`src/sv/scba_pkg.sv`:
```
// Package with the shared types, codes and constants of the size-class block allocator.
package scba_pkg;

    localparam int FIELD_W    = 40;
    localparam int SIZE_W     = 16;
    localparam int BYTES_W    = 33;
    localparam int STATUS_W   = 2;
    localparam int CLASS_W    = 3;
    localparam int PADDR_W    = 4;
    localparam int PDATA_W    = 64;
    localparam int RAW_CLASS_W = 4;

    localparam logic [BYTES_W-1:0] ARENA_RESET = 33'd33554432;

    localparam logic KIND_ALLOC = 1'b0;
    localparam logic KIND_FREE  = 1'b1;

    localparam logic [STATUS_W-1:0] ST_OK        = 2'd0;
    localparam logic [STATUS_W-1:0] ST_TOO_LARGE = 2'd1;
    localparam logic [STATUS_W-1:0] ST_NO_MEMORY = 2'd2;
    localparam logic [STATUS_W-1:0] ST_FULL      = 2'd3;

    // Register index is taken from address bit 3 (registers sit 8 bytes apart).
    localparam logic REG_ARENA_BASE  = 1'b0;
    localparam logic REG_ARENA_BYTES = 1'b1;

    typedef struct packed {
        logic              kind;
        logic [SIZE_W-1:0] req_size;
        logic [FIELD_W-1:0] free_addr;
    } req_t;

    typedef struct packed {
        logic [FIELD_W-1:0]  block_addr;
        logic [STATUS_W-1:0] status;
        logic [CLASS_W-1:0]  size_class;
    } result_t;

    // Commands from the controller to the datapath.
    typedef struct packed {
        logic load;
        logic exec;
        logic pop;
    } ctrl_cmd_t;

    // Status from the datapath to the controller.
    typedef struct packed {
        logic pop_needed;
    } dp_stat_t;

endpackage

```
`src/sv/scba_regs.sv`:
```
// APB-style configuration registers for the arena base and size.
module scba_regs
    import scba_pkg::*;
(
    input  logic                 clk,
    input  logic                 rst_n,
    input  logic                 psel,
    input  logic                 penable,
    input  logic                 pwrite,
    input  logic [PADDR_W-1:0]   paddr,
    input  logic [PDATA_W-1:0]   pwdata,
    output logic [PDATA_W-1:0]   prdata,
    output logic                 pready,
    output logic [FIELD_W-1:0]   arena_base,
    output logic [BYTES_W-1:0]   arena_bytes
);

    logic [FIELD_W-1:0] arena_base_reg;
    logic [BYTES_W-1:0] arena_bytes_reg;
    logic               wr_en;

    assign pready = 1'b1;
    assign wr_en  = psel && penable && pwrite;

    always_ff @(posedge clk or negedge rst_n)
    begin
        if (!rst_n)
        begin
            arena_base_reg  <= '0;
            arena_bytes_reg <= ARENA_RESET;
        end
        else if (wr_en)
        begin
            case (paddr[3])
                REG_ARENA_BASE:  arena_base_reg  <= pwdata[FIELD_W-1:0];
                REG_ARENA_BYTES: arena_bytes_reg <= pwdata[BYTES_W-1:0];
                default:         arena_base_reg  <= arena_base_reg;
            endcase
        end
    end

    always_comb
    begin
        case (paddr[3])
            REG_ARENA_BASE:  prdata = PDATA_W'(arena_base_reg);
            REG_ARENA_BYTES: prdata = PDATA_W'(arena_bytes_reg);
            default:         prdata = '0;
        endcase
    end

    assign arena_base  = arena_base_reg;
    assign arena_bytes = arena_bytes_reg;

endmodule

```
`config.mk`:
```
export PLATFORM = sky130hd
export DESIGN_NAME = scba_regs
export DESIGN_NICKNAME = d
export VERILOG_FILES = /design/src/sv/scba_pkg.sv /design/src/sv/scba_regs.sv
export SDC_FILE = /design/constraint.sdc
export NUM_CORES = 1
export LEC_CHECK = 0
export BUFFER_PORTS_ARGS = -buffer_cell sky130_fd_sc_hd__buf_4
export CORE_ASPECT_RATIO = 1.1
export CORE_MARGIN = 2
export CORE_UTILIZATION = 27
export CTS_CLUSTER_DIAMETER = 50
export CTS_CLUSTER_SIZE = 28
export DETAILED_ROUTE_END_ITERATION = 8
export PLACE_DENSITY = 0.53
export SLEW_MARGIN = 20
export SYNTH_ARGS = -nofsm -noshare
export SYNTH_HDL_FRONTEND = slang
export SYNTH_SLANG_ARGS = --single-unit
```
`constraint.sdc`:
```
create_clock -name clk -period 1 [get_ports clk]
set_clock_uncertainty 0.05 [all_clocks]
set_input_delay 0.15 -clock clk [delete_from_list [all_inputs] [get_ports clk]]
set_output_delay 0.15 -clock clk [all_outputs]
set_load 0.05 [all_outputs]
```
Word-level counts from Yosys, hierarchy flattened
Cells that the tools add are included. Widths: inputs -> output; s select.

Input port bits: 73. Logic and storage cells: 8. Output and inout port bits: 138. Register bits: 73.

Mux-type cells: 1. Bitwise gates (word level): 1. Reductions and logical operators: 4.

Operator list (count): $pmux 64 s2 (1); $reduce_and 2->1 (2); $logic_and 1x1->1 (2); $not 1->1 (1).

Longest topological paths before layout
Gate-level depths: netlist of run 1.

Depth in word-level cells: 3. Mapped depth: 4.

Least setup slack after synthesis of run 1
Ideal clock, no wire load.

Path type: register -> output. Start: register arena_base_reg[33], in the netlist arena_base[33]. End: output port prdata[33]. Data required time: 800 ps. Cell stages (with the launch flop): 2. Data arrival time: 1404 ps. Setup slack: -604 ps. Cell sequence: dfrtp_1 > nor2b_1.

Word-level cells in the longest chain between the ends: 1.

Ends and longest elaborated chain: from (decl) (line scba_regs.sv:18) `logic [FIELD_W-1:0] arena_base_reg;`; from (signal assigned) (line scba_regs.sv:35) `REG_ARENA_BASE: arena_base_reg <= pwdata[FIELD_W-1:0];`; from (signal assigned) (line scba_regs.sv:37) `default: arena_base_reg <= arena_base_reg;`; $pmux 64 s2 (line scba_regs.sv:44) `case (paddr[3])`; to (decl) (line scba_regs.sv:12) `output logic [PDATA_W-1:0] prdata,`.

Every way passes these cells. The select of a mux whose other input is x is not followed.

Final worst setup path of run 1
Start: register arena_base_reg[19], in the netlist arena_base[19]. End: output port prdata[19].

The elaborated chain is that of the path after synthesis.

==> results.yml, run 1 <==
run_status:
  outcome: "finished with violations"
  violations: "setup timing"
final_layout:
  finalCoreUtilization: 0.566
  final_cell_area_sq_um: 7380
  final_common_cell: "buf_6"
  antenna_cells: 0
  fillers: 1081
  final_nets: 569
  syn_to_final_growth_pct: 107
  mostFrequentLayoutCells: "124 x buf_6, 91 x mux2_4, 73 x buf_8"
  largest_register_ff_count: 40
  drive_above_1_share: 0.924
timing:
  hold_viol: 0
  post-route-min-period_ps: 1370
  setup_slack_ps: -367
  rsz0062_at_grt: "true"
  finalSetupViolations: 138
  fmax_mhz: 732
  finalCritPeriodShare: 1.37
  maxSlewViolCount: 0
yosys:
  synth_seq_area_share: 0.514
  avgSynthCellArea_sq_um: 15.7
  synthCells: 227
  synth_warnings: 0
  ys_seq_elements: 73
  syn_area_sq_um: 3560
  synth.distinct_cells: 12
setup_path:
  crit_path_end: "prdata[19]"
  slowest_stage: "dfrtp_2"
  reg2reg_depth: 3
  arrival_ps: 1170
  cp-startpoint: "arena_base[19]"
  crit_path_max_fanout: 2
  reg2reg_to: "arena_bytes[13]"
  crit_type: "reg -> out"
  worstPathRequired_ps: 800
  worst-path-stages: 2
  cp-start-kind: "flip-flop"
  cp-end-kind: "output pin"
  r2r_setup_slack_ps: -40
  cp_slowest_stage_delay_ps: 400
  cp_cell_sequence: "mux2_4, buf_8"
  critical-path-top-delay-family: "flip-flops"
  r2r-start: "arena_bytes[13]"
  cp_num_buf_inv: 1
grt:
  antenna_found_initial: 0
  grt.busiest_layer: "met2"
  use_met2: 0.229
  met1_usage: 0.180
  grtUsageMet3: 0.0375
  grt_pass1_wl_microns: 15500
  gr-total-overflow: 0
  grt_pass1_vias: 3010
  grt_start_max_net_pins: 31
  gr-usage-all-layers: 0.140
power:
  ir_worst_vdd_mv: 1.24
  p_int_w: 0.0110
  p_switching_w: 0.00726
  p_total_w: 0.0183
  p_sw_frac: 0.397
  p_per_area_nw_per_um2: 2470
  leakage_nw: 3.67
  seq_power_share: 0.231
  pwr-share-comb: 0.608
  power_frac_clock: 0.161
placed_design:
  placed_cell_area_sq_um: 5760
  portBuffers: 158
  routabilityCongestion: 0.708
  place.detailed.hpwl_microns: 6760
clock_tree:
  cts_root_buf: "clkbuf_16"
  cts_sinks: 73
  clk_pin_slew_ps: 60
  cts_tree: "done"
  clk_latency_ps: 320
  clockBufferDepth: 2
  cts_buffers: 9
  cts-htree-levels: 3
route:
  drtAntennaViolNets: 0
  vias_per_cell: 4.21
  avgRoutedWirePerCell_microns: 15.3
  drt-initial-drc-count: 48
  drc: 0
  dr.pass1.iters: 4
  postRouteWirelength_microns: 10100
  vias: 2785
die:
  die_x_microns: 113
  core_area_sq_um: 13000
  die_h_microns: 124
  io_pins: 211
  die_area_sq_um: 14100
  start_util: 0.273
  rows: 44
flow_run:
  cap_violations: 0
worst_hold_path:
  hold_class: "in -> reg"
metal layers:
metal / up-vias / share of wire / wire length (microns)
li1: 1277 / - / -
met1: 1399 / 0.42 / 4220
met3: 9 / 0.058 / 588
met2: 100 / 0.51 / 5160
met5: - / 0 / 0
met4: 0 / 0.013 / 136
power groups by stage:
stage	clock network (W)	registers [W]	logic (W)
finish	0.00294	0.00422	0.0111
global route	0.00319	0.00429	0.0115
CTS	0.00306	0.00421	0.0104
detailed placement	0	0.00414	0.00864
global placement	0	0.00412	0.00860
floorplan	0	0.00658	0.00327
synthesized netlist by cell type:
| master | number | area share |
|---|---|---|
| dfrtp_1 | 72 | 0.51 |
| buf_2 | 5 | 0.0070 |
| mux2_4 | 40 | 0.17 |
| buf_4 | 25 | 0.053 |
| nor2b_1 | 7 | 0.012 |
| mux2_1 | 2 | 0.0063 |
| conb_1 | 2 | 0.0021 |
| mux2_2 | 64 | 0.20 |
| nand4_4 | 1 | 0.0060 |
| dfstp_2 | 1 | 0.0074 |
| buf_6 | 7 | 0.022 |
| nand4b_4 | 1 | 0.0067 |
cells by family (layout without fill, tap and decap cells):
family | Yosys count | after routing | synth area share
other cells | 2 | 25 | 0.00211
simple gates | 9 | 9 | 0.0250
buf+inv | 37 | 288 | 0.0819
mux | 106 | 106 | 0.378
flops | 73 | 73 | 0.514
worst min path at each step:
stage,start,endpoint,slack (ps),depth (start not counted)
2_1_floorplan,rst_n,arena_base[0],-200,0
4_1_cts,pwdata[24],arena_base[24],0.09,2
3_5_place_dp,rst_n,arena_bytes[3],20,1
3_3_place_gp,rst_n,arena_bytes[3],10,1
6_report,pwdata[18],arena_bytes[18],10,2
5_1_grt,pwdata[27],arena_base[27],6,2
timing repair:
item	4_1_cts	5_1_grt
cloned	0	0
setup buffers	6	56
endpoints found under the setup margin	113	117
hold buffers	10	0
gates resized for setup	228	85
endpoints found under the hold margin	71	0
metrics by stage:
step           hold WS [ps]  setup TNS, ps  std cells  worst slack, ps
2_1_floorplan          -196          -8790        250             -178
3_5_place_dp           19.3         -20900        610             -244
5_1_grt                5.53         -31050        662             -400
4_1_cts              0.0933         -28400        641             -377
3_3_place_gp           15.0         -19640        610             -237
6_report               12.5         -27200        662             -367
area by class of cell:
cell class | instances | area (sq um) | area share
multi-input cells | 140 | 1770 | 0.240
flip-flops and latches | 73 | 1920 | 0.260
repair buffers | 272 | 3220 | 0.436
clock buffers | 13 | 260 | 0.0353
well taps | 161 | 201 | 0.0273
clock inverters | 3 | 15.0 | 0.00203
(Power assumes the default switching activity.)
==> run 2: changes to the inputs <==
- CORE_UTILIZATION: 27 -> 40
- PLACE_DENSITY: 0.53 -> 0.75
==> run 2 against run 1 <==
The flow still finishes with violations (setup timing). Fmax shrank 7.2%. Sequential cell count is the same. Combinational power grew 4%. Count of clock-buffer cells in the layout shrank 3. Critical endpoint is now prdata[14]. Power grew 2.8%. Register-to-register slack lost 160 ps. Cell count shrank 3.2%. Worst hold slack gained 170 ps. Highest routed layer is now met5. Global-route usage grew 13 points. Sequential power grew 3%.
==> results.yml, run 2 (synthesized netlist as in run 1, its figures left out) <==
run_status:
  outcome: "finished with violations"
  violations: "setup timing"
die:
  rows: 36
  core_area_sq_um: 8740
  io_pins: 211
  die_x_microns: 93.9
  die_area_sq_um: 9670
  start_util: 0.407
  die_h_microns: 103
route:
  avgRoutedWirePerCell_microns: 23.9
  postRouteWirelength_microns: 15400
  dr.pass1.iters: 4
  drc: 0
  vias: 3191
  vias_per_cell: 4.98
  drt-initial-drc-count: 82
  drtAntennaViolNets: 0
final_layout:
  finalCoreUtilization: 0.865
  final_nets: 596
  fillers: 345
  final_common_cell: "buf_6"
  mostFrequentLayoutCells: "124 x buf_6, 91 x mux2_4, 71 x dfrtp_2"
  drive_above_1_share: 0.873
  largest_register_ff_count: 40
  antenna_cells: 0
  final_cell_area_sq_um: 7550
  syn_to_final_growth_pct: 112
clock_tree:
  cts_buffers: 9
  cts_root_buf: "clkbuf_8"
  cts-htree-levels: 3
  clk_pin_slew_ps: 90
  cts_tree: "done"
  clk_latency_ps: 360
  clockBufferDepth: 2
  cts_sinks: 73
setup_path:
  crit_path_max_fanout: 2
  cp-end-kind: "output pin"
  crit_type: "reg -> out"
  cp-start-kind: "flip-flop"
  arrival_ps: 1270
  r2r_setup_slack_ps: -200
  worstPathRequired_ps: 800
timing:
  finalCritPeriodShare: 1.47
  finalSetupViolations: 131
  whs_ps: 187
  rsz0062_at_grt: "true"
  maxSlewViolCount: 0
  post-route-min-period_ps: 1470
  fmax_mhz: 679
  setup_slack_ps: -472
  hold_viol: 0
grt:
  grt_pass1_vias: 3303
  grt_start_max_net_pins: 28
  gr-usage-all-layers: 0.273
  grt_pass1_wl_microns: 19400
  antenna_found_initial: 1
  gr-total-overflow: 0
flow_run:
  cap_violations: 0
placed_design:
  placed_cell_area_sq_um: 5750
  routabilityCongestion: 0.716
  place.detailed.hpwl_microns: 7100
  portBuffers: 158
power:
  leakage_nw: 3.76
  ir_worst_vdd_mv: 1.24
  p_per_area_nw_per_um2: 2490
worst_hold_path:
  hold_class: "in -> async"
[run 2: worst paths after layout]
check	startpoint	end	cells past startpoint
worst max register to register	arena_bytes[16]	arena_bytes[16]	4
worst min register to register	arena_base[33]	arena_base[33]	1
worst max-delay path	arena_base[14]	prdata[14]	2
max in group asynchronous	rst_n	arena_bytes[22]	3
worst min-delay path	rst_n	arena_base[14]	2
min in group clk	penable	arena_bytes[30]	4
[run 2: through the flow]
| step | instances | setup WS (ps) | total power [W] | TNS (ps) |
|---|---|---|---|---|
| finish | 641 | -472 | 0.0188 | -36120 |
| global route | 641 | -494 | 0.0193 | -39270 |
| CTS | 623 | -407 | 0.0175 | -31860 |
| detailed placement | 566 | -253 | 0.0128 | -23420 |
| global placement | 566 | -239 | 0.0127 | -22020 |
| floorplan | 250 | -178 | 0.00985 | -8790 |
[run 2: routing by layer]
layer  wire length [microns]  GRT usage
met1                    5900      0.321
met2                    7720      0.481
met3                    1040     0.0731
met4                     686     0.0992
met5                      13          0
[run 2: area by class of cell]
type                            instances  area (sq um)  share of cell area
Multi-Input combinational cell        140          1770               0.234
Timing Repair Buffer                  299          3480               0.461
Tap cell                              114           143              0.0189
Sequential cell                        73          1920               0.254
Clock buffer                           10           138              0.0182
Clock inverter                          5           104              0.0137
[run 2: report_power, final]
part	total [W]	switching [W]	internal, W
registers	0.00436	0.000626	0.00373
logic	0.0115	0.00603	0.00543
clock network	0.00296	0.00125	0.00171
[run 2: what timing repair did]
item                                    4_1_cts  5_1_grt
hold endpoints to repair                    146        0
gates resized for setup                     222       88
buffers inserted                              2       65
gates cloned                                  0        0
endpoints found under the setup margin      113      117
hold buffers                                 41        0
[run 2: critical path, stage by stage (launching register included)]
cell,delay [ps]
dfrtp_2,440
mux2_4,300
buf_6,160
